**src/hdl/bcdclk_pkg.sv**
```systemverilog
package bcdclk_pkg;

    localparam logic [7:0] FRAME_PERIOD_RESET = 8'd84;

    typedef enum logic [1:0] {
        EDIT_RUN = 2'd0,
        EDIT_SEC = 2'd1,
        EDIT_MIN = 2'd2,
        EDIT_HR  = 2'd3
    } edit_mode_t;

    // time of day, BCD digits
    typedef struct packed {
        logic [1:0] hr_tens;
        logic [3:0] hr_units;
        logic [2:0] min_tens;
        logic [3:0] min_units;
        logic [2:0] sec_tens;
        logic [3:0] sec_units;
    } clock_time_t;

    // one display result
    typedef struct packed {
        edit_mode_t  edit_field;
        logic        blank_hours;
        logic        blank_minutes;
        logic        blank_seconds;
        clock_time_t digits;
    } frame_result_t;

    localparam int RESULT_W = $bits(frame_result_t);

    localparam clock_time_t TIME_RESET = '{
        hr_tens:   2'd2,
        hr_units:  4'd3,
        min_tens:  3'd5,
        min_units: 4'd0,
        sec_tens:  3'd0,
        sec_units: 4'd0
    };

endpackage

```
**src/hdl/bcdclk_core.sv**
```systemverilog
module bcdclk_core
(
    input  logic                      clk,
    input  logic                      rst_n,
    input  logic                      cfg_we,
    input  logic [7:0]                cfg_wdata,
    input  logic                      req_fire,
    input  logic [2:0]                buttons,     // mode, select, advance from bit 0
    output bcdclk_pkg::frame_result_t result
);

    logic [7:0]               frame_period_reg;
    bcdclk_pkg::clock_time_t  time_reg;
    bcdclk_pkg::clock_time_t  time_next;
    logic [7:0]               frame_index_reg;
    logic [7:0]               frame_index_next;
    logic [2:0]               prior_buttons_reg;
    bcdclk_pkg::edit_mode_t   edit_mode_reg;
    bcdclk_pkg::edit_mode_t   edit_mode_next;
    bcdclk_pkg::clock_time_t  time_ticked;
    logic [2:0]               rise;
    logic [8:0]               index_inc;
    logic                     blink;

    function automatic logic [3:0] next_units(input logic [3:0] d);
        return (d >= 4'd9) ? 4'd0 : d + 4'd1;
    endfunction

    function automatic logic [2:0] next_tens6(input logic [2:0] d);
        return (d >= 3'd5) ? 3'd0 : d + 3'd1;
    endfunction

    function automatic logic [1:0] next_tens3(input logic [1:0] d);
        return (d >= 2'd2) ? 2'd0 : d + 2'd1;
    endfunction

    function automatic bcdclk_pkg::clock_time_t bump_hours(input bcdclk_pkg::clock_time_t t);
        bcdclk_pkg::clock_time_t r;
        r = t;
        if (t.hr_units == 4'd9)
        begin
            r.hr_tens  = next_tens3(t.hr_tens);
            r.hr_units = 4'd0;
        end
        else if (t.hr_tens == 2'd2 && t.hr_units == 4'd3)
        begin
            // 23 wraps to 00
            r.hr_tens  = 2'd0;
            r.hr_units = 4'd0;
        end
        else
        begin
            r.hr_units = next_units(t.hr_units);
        end
        return r;
    endfunction

    function automatic bcdclk_pkg::clock_time_t bump_minutes(input bcdclk_pkg::clock_time_t t);
        bcdclk_pkg::clock_time_t r;
        r = t;
        if (t.min_units == 4'd9)
        begin
            r.min_tens = next_tens6(t.min_tens);
        end
        r.min_units = next_units(t.min_units);
        return r;
    endfunction

    function automatic bcdclk_pkg::clock_time_t tick_second(input bcdclk_pkg::clock_time_t t);
        bcdclk_pkg::clock_time_t r;
        r = t;
        if (t.sec_units == 4'd9)
        begin
            if (t.sec_tens == 3'd5)
            begin
                if (t.min_units == 4'd9 && t.min_tens == 3'd5)
                begin
                    r = bump_hours(r);
                end
                r = bump_minutes(r);
            end
            r.sec_tens = next_tens6(t.sec_tens);
        end
        r.sec_units = next_units(t.sec_units);
        return r;
    endfunction

    assign rise      = buttons & ~prior_buttons_reg;
    assign index_inc = {1'b0, frame_index_reg} + 9'd1;

    always_comb
    begin
        time_ticked = (frame_index_reg == 8'd1) ? tick_second(time_reg) : time_reg;
        time_next   = time_ticked;

        edit_mode_next = edit_mode_reg;
        if (rise[0])
        begin
            edit_mode_next = (edit_mode_reg != bcdclk_pkg::EDIT_RUN) ?
                             bcdclk_pkg::EDIT_RUN : bcdclk_pkg::EDIT_SEC;
        end
        if (rise[1])
        begin
            unique case (edit_mode_next)
                bcdclk_pkg::EDIT_RUN: edit_mode_next = bcdclk_pkg::EDIT_RUN;
                bcdclk_pkg::EDIT_SEC: edit_mode_next = bcdclk_pkg::EDIT_MIN;
                bcdclk_pkg::EDIT_MIN: edit_mode_next = bcdclk_pkg::EDIT_HR;
                bcdclk_pkg::EDIT_HR:  edit_mode_next = bcdclk_pkg::EDIT_SEC;
                default:              edit_mode_next = bcdclk_pkg::EDIT_RUN;
            endcase
        end
        if (rise[2])
        begin
            unique case (edit_mode_next)
                bcdclk_pkg::EDIT_RUN: time_next = time_ticked;
                bcdclk_pkg::EDIT_SEC:
                begin
                    time_next.sec_units = 4'd0;
                    time_next.sec_tens  = 3'd0;
                end
                bcdclk_pkg::EDIT_MIN: time_next = bump_minutes(time_ticked);
                bcdclk_pkg::EDIT_HR:  time_next = bump_hours(time_ticked);
                default:              time_next = time_ticked;
            endcase
        end

        if (index_inc >= {1'b0, frame_period_reg} || index_inc > 9'd255)
        begin
            frame_index_next = 8'd1;
        end
        else
        begin
            frame_index_next = index_inc[7:0];
        end

        blink = (edit_mode_next != bcdclk_pkg::EDIT_RUN) &&
                (frame_index_reg < {1'b0, frame_period_reg[7:1]});

        result.digits        = time_next;
        result.blank_seconds = blink && (edit_mode_next == bcdclk_pkg::EDIT_SEC);
        result.blank_minutes = blink && (edit_mode_next == bcdclk_pkg::EDIT_MIN);
        result.blank_hours   = blink && (edit_mode_next == bcdclk_pkg::EDIT_HR);
        result.edit_field    = edit_mode_next;
    end

    always_ff @(posedge clk or negedge rst_n)
    begin
        if (!rst_n)
        begin
            frame_period_reg <= bcdclk_pkg::FRAME_PERIOD_RESET;
        end
        else if (cfg_we)
        begin
            frame_period_reg <= cfg_wdata;
        end
    end

    always_ff @(posedge clk or negedge rst_n)
    begin
        if (!rst_n)
        begin
            time_reg          <= bcdclk_pkg::TIME_RESET;
            frame_index_reg   <= 8'd1;
            prior_buttons_reg <= 3'd0;
            edit_mode_reg     <= bcdclk_pkg::EDIT_RUN;
        end
        else if (req_fire)
        begin
            time_reg          <= time_next;
            frame_index_reg   <= frame_index_next;
            prior_buttons_reg <= buttons;
            edit_mode_reg     <= edit_mode_next;
        end
    end

endmodule

```
**src/hdl/bcdclk_skid.sv**
```systemverilog
module bcdclk_skid
(
    input  logic                      clk,
    input  logic                      rst_n,
    input  logic                      in_valid,
    output logic                      in_ready,
    input  bcdclk_pkg::frame_result_t in_data,
    output logic                      out_valid,
    input  logic                      out_ready,
    output bcdclk_pkg::frame_result_t out_data
);

    logic                      main_valid_reg;
    logic                      main_valid_next;
    logic                      skid_valid_reg;
    logic                      skid_valid_next;
    bcdclk_pkg::frame_result_t main_data_reg;
    bcdclk_pkg::frame_result_t main_data_next;
    bcdclk_pkg::frame_result_t skid_data_reg;
    bcdclk_pkg::frame_result_t skid_data_next;
    logic                      in_fire;

    assign in_ready  = !skid_valid_reg;
    assign in_fire   = in_valid && in_ready;
    assign out_valid = main_valid_reg;
    assign out_data  = main_data_reg;

    always_comb
    begin
        main_valid_next = main_valid_reg;
        skid_valid_next = skid_valid_reg;
        main_data_next  = main_data_reg;
        skid_data_next  = skid_data_reg;
        if (!main_valid_reg || out_ready)
        begin
            if (skid_valid_reg)
            begin
                // no request taken while the skid stage is full
                main_data_next  = skid_data_reg;
                skid_valid_next = 1'b0;
            end
            else if (in_fire)
            begin
                main_valid_next = 1'b1;
                main_data_next  = in_data;
            end
            else
            begin
                main_valid_next = 1'b0;
            end
        end
        else if (in_fire)
        begin
            skid_valid_next = 1'b1;
            skid_data_next  = in_data;
        end
    end

    always_ff @(posedge clk or negedge rst_n)
    begin
        if (!rst_n)
        begin
            main_valid_reg <= 1'b0;
            skid_valid_reg <= 1'b0;
        end
        else
        begin
            main_valid_reg <= main_valid_next;
            skid_valid_reg <= skid_valid_next;
        end
    end

    always_ff @(posedge clk)
    begin
        main_data_reg <= main_data_next;
        skid_data_reg <= skid_data_next;
    end

endmodule

```
**src/hdl/bcd_clock_with_set_buttons.sv**
```systemverilog
// Channel   Dir  Width  Contents
// s_*       in   8      one display frame: three button levels
// m_*       out  32     time digits, blink blanks, edit field
// cfg_*     in   8      frame period
//
// One frame per clock while s_tready is high; the state update is one pass
// of logic from the state registers into the output register.
// Reset loads 23:50:00, run mode, frame index 1, frame period 84.
// A two-entry output buffer keeps s_tready high while one result waits;
// s_tready drops only when both entries are held by a stalled m side.
module bcd_clock_with_set_buttons
(
    input  logic        clk,
    input  logic        rst_n,
    input  logic        s_tvalid,
    output logic        s_tready,
    input  logic [7:0]  s_tdata,   // mode_button, select_button, advance_button, 5 zero bits
    output logic        m_tvalid,
    input  logic        m_tready,
    output logic [31:0] m_tdata,   // second_units[3:0], second_tens[6:4], minute_units[10:7],
                                   // minute_tens[13:11], hour_units[17:14], hour_tens[19:18],
                                   // blank_seconds[20], blank_minutes[21], blank_hours[22],
                                   // edit_field[24:23], 7 zero bits
    input  logic        cfg_we,
    input  logic [7:0]  cfg_wdata
);

    bcdclk_pkg::frame_result_t core_result;
    bcdclk_pkg::frame_result_t out_result;
    logic                      req_fire;

    assign req_fire = s_tvalid && s_tready;

    bcdclk_core u_core
    (
        .clk       (clk),
        .rst_n     (rst_n),
        .cfg_we    (cfg_we),
        .cfg_wdata (cfg_wdata),
        .req_fire  (req_fire),
        .buttons   (s_tdata[2:0]),
        .result    (core_result)
    );

    bcdclk_skid u_skid
    (
        .clk       (clk),
        .rst_n     (rst_n),
        .in_valid  (s_tvalid),
        .in_ready  (s_tready),
        .in_data   (core_result),
        .out_valid (m_tvalid),
        .out_ready (m_tready),
        .out_data  (out_result)
    );

    assign m_tdata = {{(32 - bcdclk_pkg::RESULT_W){1'b0}}, out_result};

endmodule

```
**config.mk**
```make
export PLATFORM = sky130hd
export DESIGN_NAME = bcd_clock_with_set_buttons
export DESIGN_NICKNAME = d
export VERILOG_FILES = /design/src/hdl/bcdclk_pkg.sv /design/src/hdl/bcdclk_core.sv /design/src/hdl/bcdclk_skid.sv /design/src/hdl/bcd_clock_with_set_buttons.sv
export SDC_FILE = /design/constraint.sdc
export NUM_CORES = 1
export LEC_CHECK = 0
export ABC_AREA = 1
export BUFFER_PORTS_ARGS = -buffer_cell sky130_fd_sc_hd__buf_2
export CORE_MARGIN = 2
export CORE_UTILIZATION = 55
export CTS_BUF_LIST = sky130_fd_sc_hd__clkbuf_16
export CTS_CLUSTER_DIAMETER = 40
export DETAILED_ROUTE_END_ITERATION = 12
export PLACE_DENSITY = 0.75
export REMOVE_ABC_BUFFERS = 1
export SLEW_MARGIN = 20
export SYNTH_ARGS = -nofsm -noshare
export SYNTH_HDL_FRONTEND = slang
export SYNTH_SLANG_ARGS = --single-unit
```
**constraint.sdc**
```tcl
create_clock -name clk -period 3.05 [get_ports clk]
set_input_delay 0.4575 -clock clk [delete_from_list [all_inputs] [get_ports clk]]
set_output_delay 0.4575 -clock clk [all_outputs]
set_load 0.02 [all_outputs]
```
==> flow_summary.json <==
{
  "clock_skew_ns": 0.00772,
  "layout_min_cycle_time_ns": 2.81,
  "grt_setup_unrepaired": "no",
  "drtIter0Drc": 316,
  "yosysMostFrequentCell": "nand2_1",
  "vdd_ir_drop_max_mv": 0.456,
  "end_kind": "register",
  "dr.pass1.iters": 5,
  "synth_seq_area_share_pct": 45.6,
  "netlist_instances": 667,
  "syn_avg_cell_area_sq_um": 8.51,
  "r2r_end": "u_skid.out_data[17]",
  "io_buffers": 42,
  "hold_viol_final": 0,
  "dpl.hpwl_um": 8400,
  "cts.path.max_buffers": 2,
  "htreeDepth": 3,
  "finalCritPeriodShare_pct": 92.1,
  "routed_wl_um": 11700,
  "grt_usage_pct": 22.5,
  "grt_pass1_wl_um": 20000,
  "postPlaceCellArea_sq_um": 6030,
  "numCtsBuffers": 9,
  "mappedNetlistArea_sq_um": 5670,
  "cts_tree": "built",
  "cts.sinks": 93,
  "die_x_um": 106,
  "start_kind": "register",
  "worstSetupStartpoint": "u_core.time_reg[5]",
  "rr_worst_depth": 18,
  "required_ns": 3.27,
  "area_delta_synth_final_pct": 12.9,
  "setup_viol": 0,
  "gp_congestion": 0.884,
  "antenna_found_initial": 0,
  "synth.distinct_cells": 47,
  "rows": 37,
  "num_vias": 4489,
  "setup_slack_ns": 0.240,
  "rrSetupSlack_ns": 0.24,
  "rr_startpoint": "u_core.time_reg[5]",
  "tightest_slew_ns": 0.606,
  "powerDensity_nw_per_um2": 781,
  "netlist_top_cells_count": "nand2_1 (184), inv_1 (80), edfxtp_1 (50)",
  "antenna_cells": 0,
  "grt_pass1_vias": 4485,
  "netlist.area_leader.share_pct": 26.5,
  "nFillCells": 868,
  "cp-endpoint": "u_skid.out_data[17]",
  "slew_violations": 0,
  "leakagePower_nw": 3.09,
  "drc": 0,
  "synth_edf_count": 50,
  "final_area_sq_um": 6400,
  "ys_seq_elements": 93,
  "post-cts-setup-buffers": 0,
  "initial_core_util_pct": 55.7,
  "path_clk_slew_ns": 0.07,
  "nets": 773,
  "synth_top_cell_by_area": "edfxtp_1",
  "post-place-ws_ns": 0.294,
  "synth_flop_cell": "edfxtp_1",
  "finalHoldWorstSlack_ns": 0.110,
  "viasPerCell": 5.25,
  "grt_max_degree": 44,
  "wire_per_inst_um": 13.7,
  "clockRootBuffer": "clkbuf_16",
  "insertion_delay_ns": 0.35,
  "ys_warn_count": 0,
  "relSlewSlack_pct": 59.6,
  "ys_async_sr_fraction_pct": 46.2,
  "criticalPathCategory": "reg -> reg",
  "seq_area_sq_um": 2590,
  "hold_path.class": "in -> async",
  "die_h_um": 106,
  "drtAntennaViolNets": 0,
  "ioPinCount": 55,
  "status": "completed",
  "drive_gt1_share_pct": 18.4,
  "grt_overflow": 0,
  "path_max_fanout": 5,
  "timing.fmax_ghz": 0.356,
  "maxCapViolCount": 0,
  "multiInputGateArea_sq_um": 2650,
  "core_area_sq_um": 10200,
  "dieArea_sq_um": 11100,
  "cp.arrival_ns": 3.03,
  "netlist_top_cells_area": "edfxtp_1 (26%), dfrtp_1 (15%), nand2_1 (12%), ha_1 (8.4%), inv_1 (5.3%)"
}
[metal layers]
metal  up-vias  global-route usage, %  part of all wire (%)
met1      2111                   26.9                    44
met3        20                   4.64                   4.3
li1       2271                      -                     -
met4         0                   9.68                   2.0
met2        87                   39.3                    50
met5         -                      0                     0
[power by group]
group	total, mW	switching (mW)	internal (mW)
clock	1.30	0.496	0.807
combinational	1.81	1.17	0.638
sequential	1.88	0.229	1.65
[layout make-up]
class	instances	area share, %
Inverter	93	5.45
Timing Repair Buffer	51	4.65
Multi-Input combinational cell	466	41.4
Tap cell	136	2.66
Clock buffer	9	3.52
Sequential cell	93	40.4
Clock inverter	7	1.88
[critical path, stage by stage, from the launching register on]
cell	delay, ns
dfrtp_1	0.43
inv_1	0.11
ha_1	0.19
nand2_1	0.15
inv_1	0.18
nand3_2	0.15
inv_1	0.15
nand2_1	0.09
o21ai_2	0.21
inv_1	0.12
ha_1	0.24
inv_1	0.08
nand2_1	0.04
nand3b_1	0.15
nand2_1	0.08
nand2_1	0.05
nand2_1	0.12
nand2_1	0.06
nand2_1	0.05
[worst min path at each step]
stage,start,to,slack [ns],cells after the start
after global routing,rst_n,u_core.time_reg[12],0.15,1
after global placement,u_core.prior_buttons_reg[2],u_core.prior_buttons_reg[2],0.47,2
final,rst_n,u_core.time_reg[12],0.11,1
after CTS,rst_n,u_core.time_reg[7],0.30,1
after floorplan,rst_n,u_core.edit_mode_reg[0],0.16,0
after detailed placement,u_core.prior_buttons_reg[2],u_core.prior_buttons_reg[2],0.48,2
[stage by stage]
| step | cells | power [mW] | utilization, % | TNS [ns] |
|---|---|---|---|---|
| final | 855 | 5.00 | 62.9 | 0 |
| after global routing | 855 | 5.35 | 62.9 | 0 |
| after CTS | 854 | 5.01 | 62.6 | 0 |
| after detailed placement | 838 | 3.69 | 59.2 | 0 |
| after global placement | 838 | 3.58 | 59.2 | 0 |
| after floorplan | 652 | 3.22 | - | -32.05 |
[timing repair]
action / 4_1_cts / 5_1_grt
endpoints found under the setup margin: 0 / 3
hold buffers: 0 / 0
resized for setup: 0 / 1
[cell families (layout without fill, tap and decap cells)]
family / count (synthesis) / count (layout) / share of synthesized area (%)
AOI/OAI and AO/OA: 86 / 86 / 8.78
xor gates and xnor gates: 4 / 4 / 0.617
adders and majority gates: 38 / 38 / 8.38
buffers and inverters: 114 / 160 / 8.25
DFF: 93 / 93 / 45.6
muxes: 2 / 2 / 0.375
other: 1 / 7 / 0.0661
and+or+nand+nor: 329 / 329 / 27.9
[cell usage in the layout, fill, tap and decap left out, types with 3 or more instances in the layout]
cell type / netlist / layout
a21oi_1: 7 / 6
a31oi_1: 3 / 3
and2_1: 7 / 7
buf_2: 2 / 42
buf_4: 7 / 8
bufinv_16: 0 / 3
clkbuf_16: 0 / 9
clkinv_1: 2 / 3
conb_1: 1 / 7
dfrtp_1: 34 / 34
dfstp_2: 9 / 9
edfxtp_1: 50 / 50
ha_1: 38 / 38
inv_1: 80 / 80
inv_2: 11 / 11
inv_6: 0 / 3
nand2_1: 184 / 184
nand2_2: 9 / 9
nand3_1: 45 / 45
nand3_2: 7 / 7
nand3_4: 4 / 4
nand3b_1: 3 / 3
nand4_1: 6 / 6
nor2_1: 36 / 34
nor2_2: 5 / 7
nor2_4: 6 / 6
nor3_1: 9 / 9
o211ai_1: 3 / 3
o21ai_0: 40 / 40
o21ai_1: 10 / 10
o21ai_2: 4 / 4
o22ai_1: 8 / 8
xor2_1: 4 / 4
(Power assumes the default switching activity.)
